## config.mk

```make
export PLATFORM = sky130hd
export DESIGN_NAME = neighbor_presence_table
export DESIGN_NICKNAME = d
export VERILOG_FILES = /design/src/design/npt_pkg.sv /design/src/design/npt_ram.sv /design/src/design/neighbor_presence_table.sv
export SDC_FILE = /design/constraint.sdc
export NUM_CORES = 2
export LEC_CHECK = 0
export ABC_CLOCK_PERIOD_IN_PS = 8400
export BUFFER_PORTS_ARGS = -buffer_cell sky130_fd_sc_hd__buf_2
export CORE_MARGIN = 10
export CORE_UTILIZATION = 60
export DETAILED_ROUTE_END_ITERATION = 8
export PLACE_DENSITY = 0.85
export SYNTH_ARGS = -nofsm -noshare
export SYNTH_HDL_FRONTEND = slang
export SYNTH_SLANG_ARGS = --single-unit
```

## constraint.sdc

```tcl
create_clock -name clk -period 8.4 [get_ports clk]
set_input_delay 0.42 -clock clk [delete_from_list [all_inputs] [get_ports clk]]
set_output_delay 0.42 -clock clk [all_outputs]
set_load 0.01 [all_outputs]
```

## src/design/npt_pkg.sv

```systemverilog
// Shared constants and field widths for the neighbor presence table.
// No dependencies; imported by the top level.
package npt_pkg;

    // table geometry
    localparam int TABLE_DEPTH_DEF = 16;

    // field widths
    localparam int NOW_W   = 32;
    localparam int KEY_W   = 64;
    localparam int RSSI_W  = 9;
    localparam int BEST_W  = 11;
    localparam int ENTRY_W = KEY_W + RSSI_W + NOW_W;

    // stream payload widths, padded to whole bytes
    localparam int S_TDATA_W = ((NOW_W + KEY_W + RSSI_W + 7) / 8) * 8;
    localparam int M_TDATA_W = ((1 + BEST_W + 1 + 7) / 8) * 8;

    // configuration port
    localparam int PADDR_W = 3;
    localparam int PDATA_W = 32;
    localparam logic [0:0] REG_TIMEOUT = 1'b0;   // register index (paddr[2])

    localparam logic [NOW_W-1:0] TIMEOUT_RESET = NOW_W'(1000 * 60 * 5);

    localparam logic signed [BEST_W-1:0] NO_RSSI = -11'sd1000;

    // item kinds carried in tuser
    localparam logic OP_RECORD = 1'b0;
    localparam logic OP_QUERY  = 1'b1;

endpackage

```

## src/design/npt_ram.sv

```systemverilog
// Generic single-port-write, single-port-read RAM with registered read data.
// No dependencies; used by the neighbor presence table for its entry store.
module npt_ram #(
    parameter int WIDTH = 8,
    parameter int DEPTH = 16,
    localparam int AW = (DEPTH > 1) ? $clog2(DEPTH) : 1
) (
    input  logic             clk,
    input  logic             we,
    input  logic [AW-1:0]    waddr,
    input  logic [WIDTH-1:0] wdata,
    input  logic             re,
    input  logic [AW-1:0]    raddr,
    output logic [WIDTH-1:0] rdata
);

    logic [WIDTH-1:0] mem [DEPTH];

    always_ff @(posedge clk)
    begin
        if (we)
        begin
            mem[waddr] <= wdata;
        end
        if (re)
        begin
            rdata <= mem[raddr];
        end
    end

endmodule

```

## src/design/neighbor_presence_table.sv

```systemverilog
// Neighbor presence table: top level, control sequencer and config register.
// Depends on npt_pkg and npt_ram.
//
// Keeps up to TABLE_DEPTH radio peers (key, last RSSI, last-seen time) in one
// RAM with a registered read. A record request (tuser = 0) scans the filled
// entries for its key; on a hit the entry gets the new RSSI and time and
// newly_seen reports an age above the timeout register, on a miss the peer is
// appended (newly_seen = 1) or, with the table full, dropped with table_full.
// A query request (tuser = 1) returns the strongest RSSI of entries younger
// than the timeout, -1000 when there is none. Ages wrap modulo 2^32. Entries
// fill in order, so the fill count alone marks which ones are valid and reset
// needs no clearing pass. The scan reads one entry per cycle through the single
// RAM read port, then the finish state, once the result register is free,
// writes back and loads the result register. A finished result waits in that
// register while the next request is taken. The timeout register sits at byte
// address 0 and may only be written while no request is in flight.
module neighbor_presence_table #(
    parameter int TABLE_DEPTH = npt_pkg::TABLE_DEPTH_DEF
) (
    input  logic                          clk,
    input  logic                          rst_n,

    // request stream
    input  logic                          s_tvalid,
    output logic                          s_tready,
    // tdata: now_ms[31:0], user_key[95:32], rssi_in[104:96], zero pad
    input  logic [npt_pkg::S_TDATA_W-1:0] s_tdata,
    // tuser: op
    input  logic                          s_tuser,

    // result stream
    output logic                          m_tvalid,
    input  logic                          m_tready,
    // tdata: newly_seen[0], best_rssi[11:1], table_full[12], zero pad
    output logic [npt_pkg::M_TDATA_W-1:0] m_tdata,

    // configuration
    input  logic                          psel,
    input  logic                          penable,
    input  logic                          pwrite,
    input  logic [npt_pkg::PADDR_W-1:0]   paddr,
    input  logic [npt_pkg::PDATA_W-1:0]   pwdata,
    output logic [npt_pkg::PDATA_W-1:0]   prdata,
    output logic                          pready
);

    import npt_pkg::*;

    localparam int IW = (TABLE_DEPTH > 1) ? $clog2(TABLE_DEPTH) : 1;
    localparam int CW = $clog2(TABLE_DEPTH + 1);
    localparam logic [CW-1:0] FULL_COUNT = CW'(TABLE_DEPTH);

    typedef enum logic [2:0] {
        ST_IDLE   = 3'b001,
        ST_SCAN   = 3'b010,
        ST_FINISH = 3'b100
    } state_t;

    // ---------------------------------------------------------------
    // Configuration register
    // ---------------------------------------------------------------
    logic [NOW_W-1:0] timeout_reg;
    logic             cfg_wr;

    assign pready = 1'b1;
    assign cfg_wr = psel & penable & pwrite & (paddr[2] == REG_TIMEOUT);
    assign prdata = (paddr[2] == REG_TIMEOUT) ? PDATA_W'(timeout_reg) : '0;

    always_ff @(posedge clk or negedge rst_n)
    begin
        if (!rst_n)
        begin
            timeout_reg <= TIMEOUT_RESET;
        end
        else if (cfg_wr)
        begin
            timeout_reg <= pwdata[NOW_W-1:0];
        end
    end

    // ---------------------------------------------------------------
    // Control state
    // ---------------------------------------------------------------
    state_t          state_reg, state_next;
    logic [CW-1:0]   count_reg, count_next;     // filled entries
    logic [CW-1:0]   scan_reg, scan_next;       // next entry to read
    logic            rvalid_reg, rvalid_next;   // read data valid this cycle
    logic [IW-1:0]   ridx_reg, ridx_next;       // entry behind read data
    logic            hit_reg, hit_next;
    logic [IW-1:0]   hit_idx_reg, hit_idx_next;
    logic            stale_reg, stale_next;     // hit entry older than timeout
    logic signed [BEST_W-1:0] best_reg, best_next;
    logic            out_valid_reg, out_valid_next;

    // latched request
    logic             op_reg;
    logic [NOW_W-1:0] now_reg;
    logic [KEY_W-1:0] key_reg;
    logic [RSSI_W-1:0] rssi_reg;

    // result register payload
    logic [M_TDATA_W-1:0] out_data_reg, out_data_next;

    // RAM interface
    logic               ram_we;
    logic [IW-1:0]      ram_waddr;
    logic [ENTRY_W-1:0] ram_wdata;
    logic               ram_re;
    logic [ENTRY_W-1:0] ram_rdata;

    // read data fields
    logic [KEY_W-1:0]  rd_key;
    logic [RSSI_W-1:0] rd_rssi;
    logic [NOW_W-1:0]  rd_last;
    logic [NOW_W-1:0]  rd_age;
    logic signed [BEST_W-1:0] rd_rssi_ext;

    logic in_acc;
    logic out_free;

    assign {rd_last, rd_rssi, rd_key} = ram_rdata;
    assign rd_age      = now_reg - rd_last;
    assign rd_rssi_ext = {{(BEST_W - RSSI_W){rd_rssi[RSSI_W-1]}}, rd_rssi};

    assign s_tready = (state_reg == ST_IDLE);
    assign in_acc   = s_tvalid & s_tready;
    assign out_free = ~out_valid_reg | m_tready;

    assign m_tvalid = out_valid_reg;
    assign m_tdata  = out_data_reg;

    // scan reads one entry per cycle until the fill count
    assign ram_re = (state_reg == ST_SCAN) && (scan_reg < count_reg);

    npt_ram #(
        .WIDTH (ENTRY_W),
        .DEPTH (TABLE_DEPTH)
    ) u_entry_ram (
        .clk   (clk),
        .we    (ram_we),
        .waddr (ram_waddr),
        .wdata (ram_wdata),
        .re    (ram_re),
        .raddr (scan_reg[IW-1:0]),
        .rdata (ram_rdata)
    );

    always_comb
    begin
        state_next     = state_reg;
        count_next     = count_reg;
        scan_next      = scan_reg;
        rvalid_next    = 1'b0;
        ridx_next      = ridx_reg;
        hit_next       = hit_reg;
        hit_idx_next   = hit_idx_reg;
        stale_next     = stale_reg;
        best_next      = best_reg;
        out_valid_next = out_valid_reg;
        out_data_next  = out_data_reg;
        ram_we         = 1'b0;
        ram_waddr      = hit_idx_reg;
        ram_wdata      = {now_reg, rssi_reg, key_reg};

        if (out_valid_reg && m_tready)
        begin
            out_valid_next = 1'b0;
        end

        case (state_reg)
            ST_IDLE:
            begin
                if (in_acc)
                begin
                    state_next = ST_SCAN;
                    scan_next  = '0;
                    hit_next   = 1'b0;
                    stale_next = 1'b0;
                    best_next  = NO_RSSI;
                end
            end

            ST_SCAN:
            begin
                if (ram_re)
                begin
                    rvalid_next = 1'b1;
                    ridx_next   = scan_reg[IW-1:0];
                    scan_next   = scan_reg + CW'(1);
                end

                if (rvalid_reg)
                begin
                    if (op_reg == OP_QUERY)
                    begin
                        if ((rd_age < timeout_reg) && (rd_rssi_ext > best_reg))
                        begin
                            best_next = rd_rssi_ext;
                        end
                    end
                    else if (!hit_reg && (rd_key == key_reg))
                    begin
                        // lowest matching slot wins
                        hit_next     = 1'b1;
                        hit_idx_next = ridx_reg;
                        stale_next   = (rd_age > timeout_reg);
                    end
                end
                else if (!ram_re)
                begin
                    state_next = ST_FINISH;
                end
            end

            ST_FINISH:
            begin
                if (out_free)
                begin
                    state_next     = ST_IDLE;
                    out_valid_next = 1'b1;
                    if (op_reg == OP_QUERY)
                    begin
                        out_data_next = M_TDATA_W'({1'b0, best_reg, 1'b0});
                    end
                    else if (hit_reg)
                    begin
                        ram_we        = 1'b1;
                        ram_waddr     = hit_idx_reg;
                        out_data_next = M_TDATA_W'({1'b0, {BEST_W{1'b0}}, stale_reg});
                    end
                    else if (count_reg < FULL_COUNT)
                    begin
                        // append in the next free slot
                        ram_we        = 1'b1;
                        ram_waddr     = count_reg[IW-1:0];
                        count_next    = count_reg + CW'(1);
                        out_data_next = M_TDATA_W'({1'b0, {BEST_W{1'b0}}, 1'b1});
                    end
                    else
                    begin
                        // table full: peer dropped
                        out_data_next = M_TDATA_W'({1'b1, {BEST_W{1'b0}}, 1'b1});
                    end
                end
            end

            default:
            begin
                state_next = ST_IDLE;
            end
        endcase
    end

    always_ff @(posedge clk or negedge rst_n)
    begin
        if (!rst_n)
        begin
            state_reg     <= ST_IDLE;
            count_reg     <= '0;
            scan_reg      <= '0;
            rvalid_reg    <= 1'b0;
            ridx_reg      <= '0;
            hit_reg       <= 1'b0;
            hit_idx_reg   <= '0;
            stale_reg     <= 1'b0;
            best_reg      <= NO_RSSI;
            out_valid_reg <= 1'b0;
        end
        else
        begin
            state_reg     <= state_next;
            count_reg     <= count_next;
            scan_reg      <= scan_next;
            rvalid_reg    <= rvalid_next;
            ridx_reg      <= ridx_next;
            hit_reg       <= hit_next;
            hit_idx_reg   <= hit_idx_next;
            stale_reg     <= stale_next;
            best_reg      <= best_next;
            out_valid_reg <= out_valid_next;
        end
    end

    // payload registers, no reset
    always_ff @(posedge clk)
    begin
        if (in_acc)
        begin
            op_reg   <= s_tuser;
            now_reg  <= s_tdata[NOW_W-1:0];
            key_reg  <= s_tdata[NOW_W +: KEY_W];
            rssi_reg <= s_tdata[NOW_W + KEY_W +: RSSI_W];
        end
        out_data_reg <= out_data_next;
    end

endmodule

```

==> run summary <==
Netlist cell types: 71
Leak: 27.90 nW
Fin. max-slew vios: 0
Largest net degree at the start of global routing: 153
Clock buffer count from CTS: 183
First-pass GRT wire length: 295.6 mm
Fin worst setup slack: 2000 ps
Syn_area_per_cell: 22.55 um^2
Synth area leader: edfxtp_1
Setup WS pre-CTS: 2175 ps
Max Root-Sink Buffers: 3
Ys Warns: 0
Top cells by area, synth: edfxtp_1 (75%), mux4_2 (15%), dfrtp_1 (1.8%), ha_1 (1.3%), inv_1 (0.57%)
TritonCTS clock tree: yes
CP arrival: 7110 ps
Sequential share of the synthesized area: 0.7712
GRT overflow: 0
Worst setup path class: reg -> reg
Commonest cells in the netlist: edfxtp_1 (1,903), mux4_2 (525), inv_1 (116)
Chip Width: 376.6 um
Unrepaired setup endpoints after global routing: false
Synth Instances: 3,384
Hold Fails Final Rpt: 0
Vias per cell: 6.997
Starting density of the core: 0.6060
Worst-Margin Slew: 1344 ps
Worst relative slew slack: 0.1019
Number of global-route vias before repair: 41,000
PostCTS Resize Cnt: 0
Row count: 130
Global placer's final weighted congestion: 0.8465
Root Driver: clkbuf_16
Clk sink count: 1,970
CP max FO: 17
Max Cap Viol: 0
DRT Wirelength: 204.7 mm
Final setup TNS: 0 ps
Final number of setup-violating endpoints: 0
Synth Register Bits: 1,970
Post-synth ARST share: 0.03401
DRC Markers: 0
Io pins: 206
Minimum clock period: 6400 ps
Dpl hpwl: 96.77 mm
Share of cells above drive strength 1: 0.2835
Post-synth top flop: edfxtp_1
Area fraction of the dominant cell type after synthesis: 0.7490
Global-route usage over all layers: 0.2904
Clock Latency Late Sink: 810 ps
Final Power: 25.28 mW
Inst Count DP: 5,152
IO buf count: 192
Final non-filler cell total: 5,627
Area of the core: 125,900 um^2
DIE AREA: 141,800 um^2
Number of setup buffers added after CTS: 0
Hold bufs inserted after CTS: 140
Design area: 86,660 um^2
Clock slew at reported path FFs: 60 ps
DP Area: 79,430 um^2
Outcome: complete, no violations
Final core occ: 0.6884
Worst hold margin: 78.18 ps
Maximum clock rate: 156.2 MHz
Via count: 39,370
Routed Antenna Nets: 0
Initial antenna violation count: 4
Period utilization: 0.7619
Mapped cell area: 76,290 um^2
H-Tree Level Count: 4
Ratio of total power to cell area: 291.7 nW/um^2
Cell with the most instances after synthesis: edfxtp_1
Worst setup EP type: flip-flop
Maximum vdd drop: 0.2635 mV
Area Overhead vs Synth: 13.59%
Routed len/inst: 36.38 um
Nets@finish: 4,062
Max reg flops: 1,680
Hold WC Path Type: in -> reg
Worst Skew: 32.64 ps
Die Height: 376.6 um
EDFF count, synth: 1,903
WP data required: 9110 ps
Initial DRC count: 5,503
Worst Setup Start Kind: flip-flop
First-pass detailed-route iteration total: 6
## metal layers
| layer | share of wire | routed length, um | GRT usage |
|---|---|---|---|
| met1 | 0.33 | 67550 | 0.3629 |
| met2 | 0.52 | 105600 | 0.4940 |
| met3 | 0.10 | 20930 | 0.05263 |
| met4 | 0.052 | 10600 | 0.1390 |
| met5 | 0 | 0 | 0 |
## worst paths after layout
kind,start,end,slack [ps],cells after the start
max,now_reg[0],best_reg[7],2000,21
min,s_tvalid,state_reg[0],80,4
max reg2reg,now_reg[0],best_reg[7],2000,21
min reg2reg,timeout_reg[26],timeout_reg[26],510,1
max in group asynchronous,rst_n,scan_reg[3],7300,3
min in group asynchronous,rst_n,timeout_reg[2],390,3
## placed cells by master (no fill, tap or decap), types with 9 or more instances in the layout
master,count
xnor2_1,43
buf_4,55
o21ai_0,39
nor2_4,16
xor2_1,26
clkbuf_1,26
nand2b_1,11
clkinv_2,35
buf_2,192
inv_1,116
a21oi_1,48
dfrtp_1,51
mux4_2,525
nor3_1,16
nand3_1,22
dfstp_2,12
o22ai_1,9
dlygate4sd3_1,140
mux2i_1,10
ha_1,79
clkbuf_16,189
nor2_1,62
edfxtp_1,1903
a21o_1,21
inv_6,9
clkinv_1,45
and2_1,11
nand2_1,53
bufinv_16,15
nor4_1,12
nor2b_1,9
nand4_1,14
mux2_2,37
## area by class of cell
class | instances | area, um^2
Tap cell | 1650 | 2064
Timing Repair Buffer | 394 | 2915
Multi-Input combinational cell | 1160 | 16540
Antenna cell | 5 | 12.51
Inverter | 118 | 452.9
Sequential cell | 1970 | 58850
Clock inverter | 114 | 982.2
Fill cell | 7048 | 39230
Clock buffer | 216 | 4841
## kinds of logic after synthesis
| logic type | after synthesis | synth area share |
|---|---|---|
| adder cells (fa/ha/maj) | 80 | 0.01322 |
| buffers and inverters | 256 | 0.01363 |
| multiplexers | 572 | 0.1618 |
| AO/OA/AOI/OAI | 178 | 0.01560 |
| AND/OR/NAND/NOR | 257 | 0.01660 |
| flip-flops | 1970 | 0.7712 |
| XOR/XNOR | 69 | 0.007921 |
| other | 2 | 0.00009844 |
## worst max-delay path, cell delays in order, from the launching register on
cell and delay, ps:
edfxtp_1 590, inv_1 140, ha_1 200, inv_1 70
fa_1 390, a21oi_1 220, nor2_1 110, o21ai_0 240
nand2_1 230, a2111oi_2 550, nor3_1 170, o41ai_2 260
xnor2_1 170, ha_1 260, and3_1 160, nand3_1 160
inv_1 60, a211oi_1 220, a21oi_1 120, a2111oi_1 760
nand3_1 820, mux2i_1 410
## where the power goes
group / total [mW] / switching, mW / internal [mW]
Sequential: 12.3 / 0.692 / 11.6
Combinational: 4.72 / 2.42 / 2.30
Clock: 8.27 / 3.69 / 4.58
Total: 25.3 / 6.80 / 18.5
Note: power is estimated with default switching activity, not from simulation.
